==> config.mk <==
export PLATFORM = sky130hd
export DESIGN_NAME = crll_mul
export DESIGN_NICKNAME = d
export VERILOG_FILES = /design/src/rtl/crll_mul.sv
export SDC_FILE = /design/constraint.sdc
export NUM_CORES = 2
export LEC_CHECK = 0
export BUFFER_PORTS_ARGS = -buffer_cell sky130_fd_sc_hd__buf_2
export CORE_MARGIN = 8
export CORE_UTILIZATION = 60
export CTS_BUF_LIST = sky130_fd_sc_hd__clkbuf_8
export DETAILED_ROUTE_END_ITERATION = 8
export GPL_ROUTABILITY_DRIVEN = 0
export HOLD_SLACK_MARGIN = 0.02
export PLACE_DENSITY_LB_ADDON = 0.15
export REMOVE_ABC_BUFFERS = 1
export SETUP_SLACK_MARGIN = 0.4
export SLEW_MARGIN = 20
export SYNTH_ARGS = -nofsm -noshare
export SYNTH_HDL_FRONTEND = slang
export SYNTH_SLANG_ARGS = --single-unit
==> constraint.sdc <==
create_clock -name clk -period 8.2 [get_ports clk]
set_clock_uncertainty 0.2 [all_clocks]
set_input_delay 0.82 -clock clk [delete_from_list [all_inputs] [get_ports clk]]
set_output_delay 0.82 -clock clk [all_outputs]
set_load 0.005 [all_outputs]
==> src/rtl/crll_mul.sv <==
// ----------------------------------------------------------------------------
// crll_mul
// Shared 32x32 unsigned multiplier with a registered product.
// ----------------------------------------------------------------------------
`default_nettype none

module crll_mul (
	input  wire         clk,
	input  wire  [31:0] a,
	input  wire  [31:0] b,
	output logic [63:0] p
);
	logic [63:0] p_q;

	always_ff @(posedge clk) begin
		p_q <= a * b;
	end

	assign p = p_q;

endmodule

`default_nettype wire

==> qor.csv <==
metric,value,unit
status,"complete, no violations",
synthAdderAreaFrac,61.2,%
start_kind,input port,
post-dp-hpwl,80500,um
wl_per_cell,20.1,um
dr.pass1.iters,5,
grt_pass1_vias,28315,
synth_flop_cell,dfxtp_1,
final_nets,5063,
fp.dieW,256,um
fin_hold_ws,0.992,ns
synth_compound_gate_area_share,4.15,%
cts_tree,done,
synth_area_per_cell,9.25,um^2
rows,88,
ys_seq_area_share,3.69,%
cts-root-buf,clkbuf_8,
worst_pin_slew,0.533,ns
synth-edff-count,0,
yosys_warnings,0,
vias_per_cell,5.48,
drc,0,
layout_commonest_cell,fa_1,
cp_slowest_cell,fa_1,
cts_sinks,64,
ys_types,57,
largest_reg_flops,64,
core-area,57500,um^2
dr.first_iter.drc_count,1426,
syn-cell-area,34700,um^2
fmaxAchievable,131,MHz
crit_type,input port to flip-flop,
synth-async-reset-ratio,0,%
fin_ws,0.553,ns
mostFrequentLayoutCells,"891 x fa_1, 865 x inv_1, 597 x and2_1",
worstSetupEndpointType,flip-flop,
die_y,256,um
cp_common_cell,fa_1,
rsz0062_at_grt,yes,
finalMaxSlewViolations,0,
initial_utilization,60.3,%
drive_gt1_share,9.37,%
hold_viol_final,0,
die-area,65700,um^2
clock_path_buffers,2,
period_share,93.3,%
overflow,0,
antenna_found_initial,6,
syn_inst,3748,
muxShareOfSynthArea,0.0289,%
path_max_fanout,17,
antenna_left,0,
fin_util,65.1,%
grt_usage,29.2,%
min_period,7.65,ns
synth_xor_area_share,1.52,%
setup_viol,0,
clkTransAtPathRegs,0.10,ns
worstPathRequired,8.34,ns
numCtsBuffers,9,
worstHoldPathType,input port to flip-flop,
io_pins,129,
n_antenna_cell,0,
wl,92500,um
grt_max_degree,33,
synthSimpleGateAreaFrac,17.6,%
synth_top_family_by_area,adder cells,
relSlewSlack,64.5,%
arrival,7.78,ns
pre_cts_ws,-0.108,ns
postCtsSetupBuffers,0,
grt_pass1_wl,151000,um
via_count,25246,
area_growth,7.97,%
maxCapViolCount,0,
cpPeakStageDelay,0.57,ns
ys_seq_elements,64,
h-tree-depth,3,
io_buffers,128,
==> synthesized netlist by cell type (7+ instances only) <==
cell type,n,area (um^2)
and2_1,602,3770
nor2_1,20,75.1
nor3_1,7,35.0
a21o_1,40,300
o21ai_0,21,105
xor2_1,25,219
o21bai_1,10,75.1
inv_1,865,3250
nand4_1,23,144
ha_1,263,3290
a21oi_1,63,315
a31oi_1,12,75.1
fa_1,896,17900
and3_1,14,87.6
dfxtp_1,64,1280
o21a_1,9,67.6
nand3_1,10,50.1
clkbuf_1,213,800
xnor2_1,35,307
nand2_1,480,1800
==> metal layers <==
| metal | vias to the layer above | share of wire, % | track usage [%] |
|---|---|---|---|
| met1 | 13130 | 40 | 37.4 |
| met5 | - | 0.016 | 0 |
| met4 | 2 | 4.0 | 10.1 |
| met3 | 225 | 6.3 | 4.10 |
| met2 | 870 | 50 | 50.7 |
| li1 | 11019 | - | - |
==> final timing paths <==
kind,from,depth (start not counted),endpoint
worst max-delay path,a[15],25,p[62]$_DFF_P_
worst min-delay path,b[0],3,p[0]$_DFF_P_
==> per-stage QoR <==
stage	TNS [ns]	instances	area, um^2
CTS	0	4609	37100
finish	0	4609	37400
global placement	-0.397	4593	36900
floorplan	0	3528	33800
global route	0	4609	37400
detailed placement	-0.312	4593	36900
==> kinds of logic (layout without fill, tap and decap cells) <==
kind of cell,count (synthesis),after routing
simple gates,1177,1177
fa+ha+maj,1159,1159
buf+inv,1085,1181
compound gates,202,202
flops,64,64
xor+xnor,60,60
mux,1,1
==> critical path: cells and delay by family <==
family	cells	cell delay (ns)
fa+ha+maj	9	4.27
simple gates	4	1.20
compound gates	4	0.58
buf+inv	7	0.74
xor+xnor	1	0.14
==> layout make-up <==
class / count / area [um^2]
well taps: 765 / 957
flip-flops and latches: 64 / 1280
multi-input cells: 2599 / 29500
inverters: 865 / 3250
clock inverters: 7 / 128
clock buffers: 9 / 124
fillers: 4853 / 20000
repair buffers: 300 / 2240
==> repair_timing <==
| action | 4_1_cts | 5_1_grt |
|---|---|---|
| endpoints found under the setup margin | 8 | 24 |
| hold buffers | 0 | 0 |
| pin swaps | 0 | 30 |
| gates resized for setup | 3 | 122 |
Power is left out: the tool's default activity adds up to more than one toggle a clock period on the data nets, which glitch-free logic cannot reach.
