$ cat src/rtl/crll_pkg.sv
// ----------------------------------------------------------------------------
// crll_pkg
// Shared constants, unit interface types and saturating add.
// ----------------------------------------------------------------------------
`default_nettype none

package crll_pkg;

	localparam int MAX_SUBJECTS = 4096;
	localparam int IDX_W        = $clog2(MAX_SUBJECTS);
	localparam int CNT_W        = IDX_W + 1;

	localparam int FRAC_BITS = 16;
	localparam int IQ        = 31;
	localparam int XSH       = IQ - FRAC_BITS;

	localparam logic [30:0] LN2_Q31   = 31'd1488522236;
	localparam int          K_OFS     = 24;
	localparam logic [63:0] K_OFS_LN2 = 64'(K_OFS) * 64'(LN2_Q31);

	localparam int DIV_W   = 64;
	localparam int DEN_W   = 34;
	localparam int DCNT_W  = $clog2(DIV_W) + 1;

	localparam logic [1:0] ST_CENSORED  = 2'd0;
	localparam logic [1:0] ST_EVENT     = 2'd1;
	localparam logic [1:0] ST_COMPETING = 2'd2;
	localparam logic [1:0] ST_CENS_ALT  = 2'd3;

	typedef struct packed {
		logic             start;
		logic [DIV_W-1:0] num;
		logic [DEN_W-1:0] den;
	} div_req_t;

	typedef struct packed {
		logic             done;
		logic [DIV_W-1:0] quo;
		logic [DEN_W-1:0] rem;
	} div_rsp_t;

	// Returns {overflow, sum}; the sum sticks at all ones on overflow.
	function automatic logic [64:0] sat_add(input logic [63:0] a, input logic [63:0] b);
		logic [64:0] s;
		s = {1'b0, a} + {1'b0, b};
		if (s[64]) begin
			s = {1'b1, {64{1'b1}}};
		end
		return s;
	endfunction

endpackage

`default_nettype wire

$ cat src/rtl/crll_div.sv
// ----------------------------------------------------------------------------
// crll_div
// Restoring divider, one quotient bit per cycle.
// ----------------------------------------------------------------------------
`default_nettype none

module crll_div (
	input  wire                 clk,
	input  wire                 arst_n,
	input  crll_pkg::div_req_t  req,
	output crll_pkg::div_rsp_t  rsp
);
	import crll_pkg::*;

	logic              busy_q;
	logic              done_q;
	logic [DCNT_W-1:0] cnt_q;
	logic [DIV_W-1:0]  quo_q;
	logic [DEN_W-1:0]  rem_q;
	logic [DEN_W-1:0]  den_q;

	logic [DEN_W:0]    trial;
	logic [DEN_W+1:0]  diff;
	logic              ge;

	assign trial = {rem_q, quo_q[DIV_W-1]};
	assign diff  = {1'b0, trial} - {2'b00, den_q};
	assign ge    = !diff[DEN_W+1];

	always_ff @(posedge clk or negedge arst_n) begin
		if (!arst_n) begin
			busy_q <= 1'b0;
			done_q <= 1'b0;
			cnt_q  <= '0;
			quo_q  <= '0;
			rem_q  <= '0;
			den_q  <= '0;
		end else begin
			done_q <= 1'b0;
			if (req.start) begin
				quo_q  <= req.num;
				rem_q  <= '0;
				den_q  <= req.den;
				cnt_q  <= DCNT_W'(DIV_W);
				busy_q <= 1'b1;
			end else if (busy_q) begin
				// shift in one quotient bit, keep the partial remainder
				quo_q <= {quo_q[DIV_W-2:0], ge};
				rem_q <= ge ? diff[DEN_W-1:0] : trial[DEN_W-1:0];
				cnt_q <= cnt_q - 1'b1;
				if (cnt_q == DCNT_W'(1)) begin
					busy_q <= 1'b0;
					done_q <= 1'b1;
				end
			end
		end
	end

	assign rsp.done = done_q;
	assign rsp.quo  = quo_q;
	assign rsp.rem  = rem_q;

endmodule

`default_nettype wire

$ cat config.mk
export PLATFORM = sky130hd
export DESIGN_NAME = crll_div
export DESIGN_NICKNAME = d
export VERILOG_FILES = /design/src/rtl/crll_pkg.sv /design/src/rtl/crll_div.sv
export SDC_FILE = /design/constraint.sdc
export NUM_CORES = 1
export LEC_CHECK = 0
export BUFFER_PORTS_ARGS = -buffer_cell sky130_fd_sc_hd__buf_2
export CORE_MARGIN = 2
export CORE_UTILIZATION = 54
export CTS_BUF_LIST = sky130_fd_sc_hd__clkbuf_16
export DETAILED_ROUTE_END_ITERATION = 16
export PLACE_DENSITY_LB_ADDON = 0.08
export SLEW_MARGIN = 20
export SYNTH_ARGS = -nofsm -noshare
export SYNTH_HDL_FRONTEND = slang
export SYNTH_SLANG_ARGS = --single-unit
$ cat constraint.sdc
create_clock -name clk -period 3.2 [get_ports clk]
set_input_delay 0.8 -clock clk [delete_from_list [all_inputs] [get_ports clk]]
set_output_delay 0.8 -clock clk [all_outputs]
set_load 0.05 [all_outputs]
==> results of run 1 <==
-- cells in the mapped netlist (3+ instances only) --
library cell,number,area share (%)
a211oi_1,5,0.46
a21boi_0,3,0.28
a21o_1,24,2.2
a21oi_1,23,1.4
a311oi_1,25,2.7
a31oi_1,4,0.31
a41oi_1,5,0.54
and2_1,3,0.23
and3_1,7,0.54
buf_1,10,0.46
buf_2,8,0.49
clkbuf_1,35,1.6
dfrtp_1,141,44
ha_1,36,5.6
inv_1,42,1.9
mux2i_1,64,7.9
nand2_1,162,7.5
nand2b_1,6,0.46
nand3_1,13,0.80
nand4_1,4,0.31
nor2_1,63,2.9
nor2b_1,4,0.31
nor3_1,4,0.25
o211ai_1,3,0.28
o21a_1,4,0.37
o21ai_0,112,6.9
o21bai_1,4,0.37
o31ai_1,5,0.46
or2_2,3,0.23
or3_1,5,0.39
xnor2_1,20,2.2
xor2_1,10,1.1
-- flip-flops by register name (all words and copies together), names as in the netlist --
| name | flops |
|---|---|
| rem_q | 34 |
| busy_q | 1 |
| quo_q | 64 |
| den_q | 34 |
| cnt_q | 7 |
| done_q | 1 |
-- where the power goes --
part           total (W)  leakage, nW  switching (W)  internal, W
sequential       0.00232         1.76       0.000258      0.00206
clock            0.00224        0.323       0.000780      0.00146
combinational    0.00327         3.44        0.00211      0.00115
total            0.00783         5.52        0.00315      0.00468
-- metrics by stage --
| step | cells | cell area, um2 |
|---|---|---|
| finish | 1279 | 10000 |
| global route | 1279 | 10000 |
| CTS | 1278 | 9970 |
| detailed placement | 1247 | 9310 |
| global placement | 1247 | 9310 |
| floorplan | 901 | 8110 |
-- critical path: stages, from the launching register on --
cell and delay (ns):
dfrtp_1 0.41, ha_1 0.40, a21o_1 0.20, a21o_1 0.20, a32oi_2 0.20, and3_1 0.22, a21oi_2 0.07, or2_1 0.27
and4_1 0.23, or4_1 0.51, a311oi_2 0.24
-- worst paths after layout --
kind / end / start / slack [ns]
max: rem_q[29] / rem_q[15] / 0.16
min in group clk: cnt_q[6] / cnt_q[6] / 0.52
max reg2reg: rem_q[29] / rem_q[15] / 0.16
min reg2reg: cnt_q[6] / cnt_q[6] / 0.52
min: quo_q[58] / arst_n / 0.33
max in group asynchronous: den_q[22] / arst_n / 2.06
-- cells in the final DEF (no fill, tap or decap), drive strengths merged, types with 3 or more instances in the layout --
| cell type | synthesis | routed |
|---|---|---|
| a21o | 24 | 24 |
| or2 | 5 | 5 |
| nor3 | 4 | 4 |
| a21oi | 25 | 25 |
| nand2 | 162 | 162 |
| a31oi | 4 | 4 |
| clkinv | 1 | 5 |
| or3 | 5 | 5 |
| o211ai | 4 | 4 |
| xnor2 | 20 | 20 |
| o21bai | 4 | 4 |
| nor2 | 64 | 64 |
| a21boi | 3 | 3 |
| nand2b | 6 | 6 |
| a311oi | 26 | 26 |
| a211oi | 6 | 6 |
| nand4 | 4 | 4 |
| ha | 36 | 36 |
| dfrtp | 141 | 141 |
| nor2b | 4 | 4 |
| and2 | 3 | 3 |
| inv | 42 | 45 |
| o21ai | 113 | 113 |
| o31ai | 5 | 5 |
| a41oi | 5 | 5 |
| clkbuf | 35 | 17 |
| xor2 | 10 | 10 |
| bufinv | 0 | 6 |
| buf | 21 | 219 |
| o21a | 4 | 4 |
| mux2i | 64 | 64 |
| and3 | 7 | 7 |
| nand3 | 13 | 13 |
-- per-layer routing --
metal | vias to the layer above | track usage (%) | part of all wire [%]
li1 | 3513 | - | -
met1 | 3348 | 34.2 | 45
met2 | 189 | 42.0 | 48
met3 | 34 | 4.98 | 5.2
met4 | 0 | 7.76 | 1.8
met5 | - | 0 | 0
-- layout make-up --
class / count / area, um2
inverter: 43 / 161
clock buffer: 17 / 425
timing repair buffer: 219 / 1210
multi-input combinational: 661 / 4210
clock inverter: 14 / 239
tap: 184 / 230
sequential: 141 / 3530
fill: 1185 / 4590
-- kinds of logic (layout without fill, tap and decap cells) --
logic type	count (synthesis)	after routing	synth area share [%]
AO/OA/AOI/OAI	242	242	19.4
XOR/XNOR	30	30	3.24
multiplexers	65	65	8.04
adder cells (fa/ha/maj)	37	37	5.80
buffers and inverters	99	293	4.89
AND/OR/NAND/NOR	287	287	15.1
flip-flops	141	141	43.5
-- repair_timing --
item,in CTS,in global routing
buffers inserted,0,1
pin swaps,0,2
cloned,0,0
gates resized for setup,1,5
endpoints found under the setup margin,2,24
==> metrics.md, run 1 <==
| Metric | Value |
|---|---|
| Latest clock arrival within the worst-skew pair | 0.42 ns |
| Critical path data arrival time | 3.37 ns |
| Final core utilization | 68.6% |
| Global route total overflow | 0 |
| Antenna cells | 0 |
| Via count | 7084 |
| I/O pin count | 200 |
| Leakage power | 5.52 nW |
| Crit share post-route | 95.0% |
| CP Class | reg -> reg |
| WL final | 20100 um |
| Pin count of the biggest net entering global routing | 122 |
| Dpl ws | 0.00976 ns |
| DR vias/cell | 5.54 |
| Sink Count | 141 |
| Number of global-route vias before repair | 6782 |
| Routability Congestion | 0.877 |
| Initial antenna violation count | 0 |
| Std-Cell Rows | 44 |
| Hold Vio Cnt, Final | 0 |
| CP Max Fanout | 7 |
| Number of synthesized flops with an enable pin | 0 |
| Worst hold slack | 0.334 ns |
| Final Setup Violations | 0 |
| Relative slew slack | 50.9% |
| Drt first pass iters | 5 |
| Final number of max-transition violations | 0 |
| Power, Total | 0.00783 W |
| Antenna viol nets, final | 0 |
| Mapped Cells | 901 |
| Final net count | 1221 |
| Status | completed |
| Main synth FF type | dfrtp_1 |
| Maximum VDD drop | 496 uV |
| Setup TNS | 0 ns |
| P&R area growth vs syn | 23.4% |
| Fmax achieved | 329 MHz |
| WP data required | 3.54 ns |
| Routed len/inst | 15.7 um |
| Min cycle time layout | 3.04 ns |
| First-pass GRT wire length | 33100 um |
| PwrDens | 783 nW/um2 |
| Synth warn | 0 |
| Ys async rst share | 100% |
| Cell Area, Synth | 8110 um2 |
| Die width | 127 um |
| HPWL Detailed | 14500 um |
| Die ar. | 16000 um2 |
| Seq/Total Area, Yosys | 43.5% |
| Worst slew pin tran | 0.737 ns |
| CP endpoint kind | register |
| Clock-pin slew on the worst setup and hold paths | 0.06 ns |
| Min-Delay Path Class | in -> async |
| Initial drt markers | 312 |
| Register-to-Register Path Depth | 10 |
| H-tree levels | 4 |
| Clk_skew | 0.00485 ns |
| Synth Register Bits | 141 |
| Tot GR Track Use | 25.5% |
| Startpoint types | register |
| Mean post-synth cell area | 9.00 um2 |
| Clk buf depth | 2 |
| Max-Cap Viols | 0 |
| Die Height | 127 um |
| Share of layout cells above drive strength 1 | 24.6% |
| CTS tree | yes |
| Final setup margin | 0.160 ns |
| Synth cell types | 65 |
| Total nets after synthesis | 1039 |
| PortBufs | 199 |
| Post-route DRC | 0 |
| Clk root buf | clkbuf_16 |
| Cts bufs inserted | 17 |
| Post-CTS Hold Fix Bufs | 0 |
| Starting Density | 55.6% |
| Core Area | 14600 um2 |
(Power assumes the default switching activity.)
==> run 2: changes to the inputs <==
- MAX_ROUTING_LAYER: default -> met4
==> run 2 against run 1 <==
Against the previous run:
- final area did not move
- die area did not move
- register-to-register slack barely moved
- setup slack improved by 0.00097 ns
- sequential cell count did not move
- clock power barely moved
==> metrics.md, run 2 (synthesized netlist as in run 1, its figures left out) <==
| Metric | Value |
|---|---|
| Final net count | 1221 |
| Routability Congestion | 0.892 |
| CP Launch Point | rem_q[15] |
| Final setup margin | 0.161 ns |
| Setup TNS | 0 ns |
| Global route total overflow | 0 |
| Pin count of the biggest net entering global routing | 122 |
| CP delay by family, top | simple AND/OR/NAND/NOR gates |
| PortBufs | 199 |
| Clock-pin slew on the worst setup and hold paths | 0.06 ns |
| Clk root buf | clkbuf_16 |
| Hold Vio Cnt, Final | 0 |
| Fmax achieved | 329 MHz |
| Startpoint types | register |
| Status | completed |
| Number of global-route vias before repair | 6779 |
| Max reg flops | 64 |
| Final core utilization | 68.6% |
| Initial antenna violation count | 0 |
| Clk buf depth | 2 |
| I/O pin count | 200 |
| Leakage power | 5.52 nW |
| Worst slew pin tran | 0.744 ns |
| Worst hold slack | 0.334 ns |
| Sink Count | 141 |
| CP Max Fanout | 7 |
| Crit path to | rem_q[29] |
| Crit share post-route | 95.0% |
| R2R Path Start | rem_q[15] |
| CP Class | reg -> reg |
| Clk_skew | 0.00796 ns |
| Drt first pass iters | 5 |
| Core Area | 14600 um2 |
| Flop2flop setup slack | 0.16 ns |
| CTS tree | yes |
| Final number of max-transition violations | 0 |
| Die width | 127 um |
| Power, Total | 0.00784 W |
| Std-Cell Rows | 44 |
| H-tree levels | 4 |
| Register-to-Register Path Depth | 10 |
| Antenna viol nets, final | 0 |
| Crit-path cells | ha_1 > a21o_1 > a21o_1 > a32oi_2 > and3_1 > a21oi_2 > or2_1 > and4_1 > or4_1 > a311oi_2 |
| Via count | 7044 |
| WP data required | 3.53 ns |
| Most common cell after layout, fill and taps aside | buf_2 |
| Most frequent cells in the layout | 197 x buf_2, 162 x nand2_1, 140 x dfrtp_1, 112 x o21ai_0, 64 x mux2i_1 |
| P&R area growth vs syn | 23.4% |
| Dpl ws | 0.00976 ns |
| WL final | 20100 um |
| Min-Delay Path Class | in -> async |
| PwrDens | 783 nW/um2 |
| Min cycle time layout | 3.04 ns |
| Die ar. | 16000 um2 |
| R2R Path End | rem_q[29] |
| Antenna cells | 0 |
| Die Height | 127 um |
| Biggest regs | quo_q: 64 flops, den_q: 34 flops, rem_q: 34 flops |
| Share of layout cells above drive strength 1 | 24.6% |
| Cts bufs inserted | 17 |
| Post-route DRC | 0 |
| Relative slew slack | 50.4% |
| Critical path data arrival time | 3.37 ns |
| CP max-delay cell | or4_1 |
| First-pass GRT wire length | 33100 um |
| Starting Density | 55.6% |
| CP endpoint kind | register |
| HPWL Detailed | 14500 um |
| Max-Cap Viols | 0 |
| WP depth | 10 |
| Initial drt markers | 327 |
| Routed len/inst | 15.7 um |
| DR vias/cell | 5.51 |
| Latest clock arrival within the worst-skew pair | 0.42 ns |
| Tot GR Track Use | 26.3% |
| WP buf/inv | 0 |
| Largest reg by FF count | quo_q |
| Most used cell, CP | a21o_1 |
| CP max stage delay | 0.50 ns |
| Maximum VDD drop | 497 uV |
| Final Setup Violations | 0 |
## run 2: cell counts in the layout (fill, tap and decap cells not counted)
No cell type changed its count.
## run 2: routing by layer
metal  GRT usage (%)  vias up  part of all wire, %
met1            34.5     3317                   46
met5               -        -                    0
li1                -     3518                    -
met4            7.76        0                  1.4
met3            5.10       26                  5.2
met2            41.9      183                   48
## run 2: cell type report
| type | count | area (um2) |
|---|---|---|
| repair buffers | 219 | 1210 |
| well taps | 184 | 230 |
| inverters | 43 | 161 |
| clock inverters | 14 | 239 |
| flip-flops and latches | 141 | 3530 |
| multi-input cells | 661 | 4210 |
| fillers | 1185 | 4590 |
| clock buffers | 17 | 425 |
## run 2: power breakdown
group	switching, W	internal [W]	leakage [nW]
clock	0.000785	0.00146	0.323
sequential	0.000257	0.00206	1.76
combinational	0.00212	0.00116	3.44
## run 2: worst min path at each step
| stage | from | slack (ns) | to | cells after the start |
|---|---|---|---|---|
| floorplan | cnt_q[6] | 0.47 | cnt_q[6] | 2 |
| global placement | cnt_q[6] | 0.49 | cnt_q[6] | 2 |
| detailed placement | cnt_q[6] | 0.50 | cnt_q[6] | 2 |
| CTS | arst_n | 0.35 | quo_q[56] | 1 |
| global route | arst_n | 0.37 | quo_q[55] | 1 |
| finish | arst_n | 0.33 | quo_q[58] | 1 |
## run 2: repair_timing
action | CTS | global route
hold buffers | 0 | 0
resized for setup | 1 | 5
setup buffers | 0 | 1
pin swaps | 0 | 2
endpoints found under the setup margin | 2 | 24
## run 2: through the flow
| step | std cells | cell area, um2 |
|---|---|---|
| after CTS | 1278 | 9970 |
| after detailed placement | 1247 | 9310 |
| after global placement | 1247 | 9310 |
| final | 1279 | 10000 |
| after floorplan | 901 | 8110 |
| after global routing | 1279 | 10000 |
==> run 3: changes to the inputs <==
- ABC_AREA: default -> 1
- CORE_UTILIZATION: 54 -> 55
==> run 3 against run 2 <==
Against the previous run:
- cell count grew 28%
- synthesized area up 8.5%
- largest cell class unchanged
- clock-buffer cell count did not move
==> metrics.md, run 3 <==
| Metric | Value |
|---|---|
| Clk buf depth | 2 |
| # Post-CTS Setup Buffers | 0 |
| Latest clock arrival within the worst-skew pair | 0.43 ns |
| WP buf/inv | 2 |
| I/O pin count | 200 |
| Post-synthesis mux area share | 0% |
| Number of global-route vias before repair | 7986 |
| Die ar. | 17000 um2 |
| Post-route DRC | 0 |
| Post-CTS Hold Fix Bufs | 0 |
| CP endpoint kind | register |
| Total nets after synthesis | 1365 |
| Drt first pass iters | 5 |
| Routability Congestion | 0.987 |
| H-tree levels | 4 |
| Most used cell, CP | nand2_1 |
| Clock-pin slew on the worst setup and hold paths | 0.06 ns |
| Leakage power | 5.99 nW |
| Post-CTS sizing | 0 |
| Initial antenna violation count | 1 |
| Synth Area in Simple Gates | 28.8% |
| Most frequent cells in the layout | 408 x nand2_1, 215 x inv_1, 197 x buf_2, 141 x dfrtp_1, 86 x nand3_1 |
| Die Height | 130 um |
| Sink Count | 141 |
| Critical path data arrival time | 2.78 ns |
| CTS tree | yes |
| Synth cell types | 40 |
| Setup TNS | 0 ns |
| Std-Cell Rows | 46 |
| Fill cells | 1448 |
| Clk_skew | 0.00781 ns |
| P&R area growth vs syn | 20.1% |
| Adder-Cell Fraction of Synth Area | 5.35% |
| Core Area | 15800 um2 |
| PortBufs | 199 |
| Tot GR Track Use | 31.5% |
| Die width | 130 um |
| Placement Cell Area | 10000 um2 |
| Antenna viol nets, final | 0 |
| Cts bufs inserted | 17 |
| Largest reg by FF count | quo_q |
| CP Max Fanout | 16 |
| Clk root buf | clkbuf_16 |
| WP data required | 3.52 ns |
| Largest area contributor in the netlist | dfrtp_1 |
| Most common cell after layout, fill and taps aside | nand2_1 |
| Register area | 3530 um2 |
| Crit-path cells | ha_1 > a21oi_1 > nand2_1 > o21bai_2 > a21oi_4 > buf_4 > nand3_1 > nand2_1 > inv_1 > nand2_1 > nand2_1 |
| Routed len/inst | 15.4 um |
| PwrDens | 876 nW/um2 |
| Initial drt markers | 539 |
| Pin count of the biggest net entering global routing | 82 |
| Hold Vio Cnt, Final | 0 |
| Worst slew pin tran | 0.767 ns |
| CP max-delay cell | dfrtp_1 |
| Synth cell count leaders | 408 x nand2_1, 214 x inv_1, 141 x dfrtp_1 |
| CP delay by family, top | compound AO/OA/AOI/OAI gates |
| Via count | 8493 |
| Synth Register Bits | 141 |
| CP max stage delay | 0.41 ns |
| Min-Delay Path Class | in -> async |
| Starting Density | 55.8% |
| Final instance area | 10600 um2 |
| Status | completed |
| Max reg flops | 64 |
| Startpoint types | register |
| Synth warn | 0 |
| Multi-input logic area | 4230 um2 |
| Maximum VDD drop | 423 uV |
| Cell Area, Synth | 8790 um2 |
| Crit share post-route | 76.9% |
| Dominant cells by area after synthesis | dfrtp_1 40%, nand2_1 17%, inv_1 9.1% |
| Main combinational cell family by area after synthesis | simple AND/OR/NAND/NOR gates |
| Min cycle time layout | 2.46 ns |
| Post-synthesis compound-gate area fraction | 12.4% |
| Relative slew slack | 48.9% |
| Main synth FF type | dfrtp_1 |
| First-pass GRT wire length | 40400 um |
| RSZ-0062 raised after global routing | no |
| Global route total overflow | 0 |
| Final net count | 1553 |
| WL final | 25300 um |
| Fmax achieved | 407 MHz |
| Share of layout cells above drive strength 1 | 18.2% |
| Ys async rst share | 100% |
| Biggest regs | quo_q: 64 flops, den_q: 34 flops, rem_q: 34 flops |
| Final Setup Violations | 0 |
| Post-Synth XOR/XNOR Area | 1.49% |
| DR vias/cell | 5.17 |
| Seq/Total Area, Yosys | 40.1% |
| Final number of max-transition violations | 0 |
| Most frequent cell after synthesis | nand2_1 |
| Max-Cap Viols | 0 |
| Top-area cell type share of the netlist area | 40.1% |
| Mapped Cells | 1227 |
| Number of synthesized flops with an enable pin | 0 |
| CP Class | reg -> reg |
| Power, Total | 0.00925 W |
| Mean post-synth cell area | 7.17 um2 |
| HPWL Detailed | 19300 um |
[run 3: worst reg2reg max path, cell delays in order, from the launching register on]
cell	delay, ns
dfrtp_1	0.41
ha_1	0.38
a21oi_1	0.30
nand2_1	0.11
o21bai_2	0.23
a21oi_4	0.33
buf_4	0.30
nand3_1	0.10
nand2_1	0.07
inv_1	0.04
nand2_1	0.04
nand2_1	0.04
[run 3: area by class of cell]
| type | instances | share of cell area, % |
|---|---|---|
| Antenna cell | 1 | 0.0237 |
| Clock buffer | 17 | 4.03 |
| Clock inverter | 12 | 1.19 |
| Inverter | 217 | 7.72 |
| Multi-Input combinational cell | 824 | 40.1 |
| Sequential cell | 141 | 33.4 |
| Tap cell | 216 | 2.56 |
| Timing Repair Buffer | 214 | 10.9 |
[run 3: stage by stage]
step	worst slack [ns]	hold WS, ns	std cells	util, %
finish	0.741	0.319	1642	66.9
detailed placement	0.778	0.486	1612	63.4
floorplan	0.937	0.446	1227	-
global placement	0.761	0.479	1612	63.4
CTS	0.752	0.336	1641	66.9
global route	0.509	0.344	1642	66.9
[run 3: logic make-up (layout without fill, tap and decap cells)]
kind of cell,count (synthesis),in the layout
buf+inv,262,460
fa+ha+maj,37,37
compound gates,169,169
flops,141,141
simple gates,603,603
xor+xnor,15,15
other cells,0,1
[run 3: final timing paths]
| kind | cells past startpoint | endpoint | slack (ns) | from |
|---|---|---|---|---|
| hold / removal | 1 | den_q[13] | 0.32 | arst_n |
| hold reg to reg | 2 | quo_q[38] | 0.51 | quo_q[37] |
| setup reg to reg | 11 | rem_q[26] | 0.74 | rem_q[25] |
| min in group clk | 2 | quo_q[38] | 0.51 | quo_q[37] |
| max in group asynchronous | 2 | quo_q[27] | 2.07 | arst_n |
| setup / recovery | 11 | rem_q[26] | 0.74 | rem_q[25] |
[run 3: report_power, final]
group | total, W | switching (W) | internal [W]
Clock | 0.00190 | 0.000775 | 0.00113
Combinational | 0.00493 | 0.00346 | 0.00146
Sequential | 0.00242 | 0.000276 | 0.00214
[run 3: metal layers]
metal  vias up  GRT usage (%)  share of wire [%]
li1       4297              -                  -
met1      3877           39.2                 44
met2       277           52.4                 48
met3        42           6.68                6.3
met4         0           9.32                2.2
met5         -              -                  0
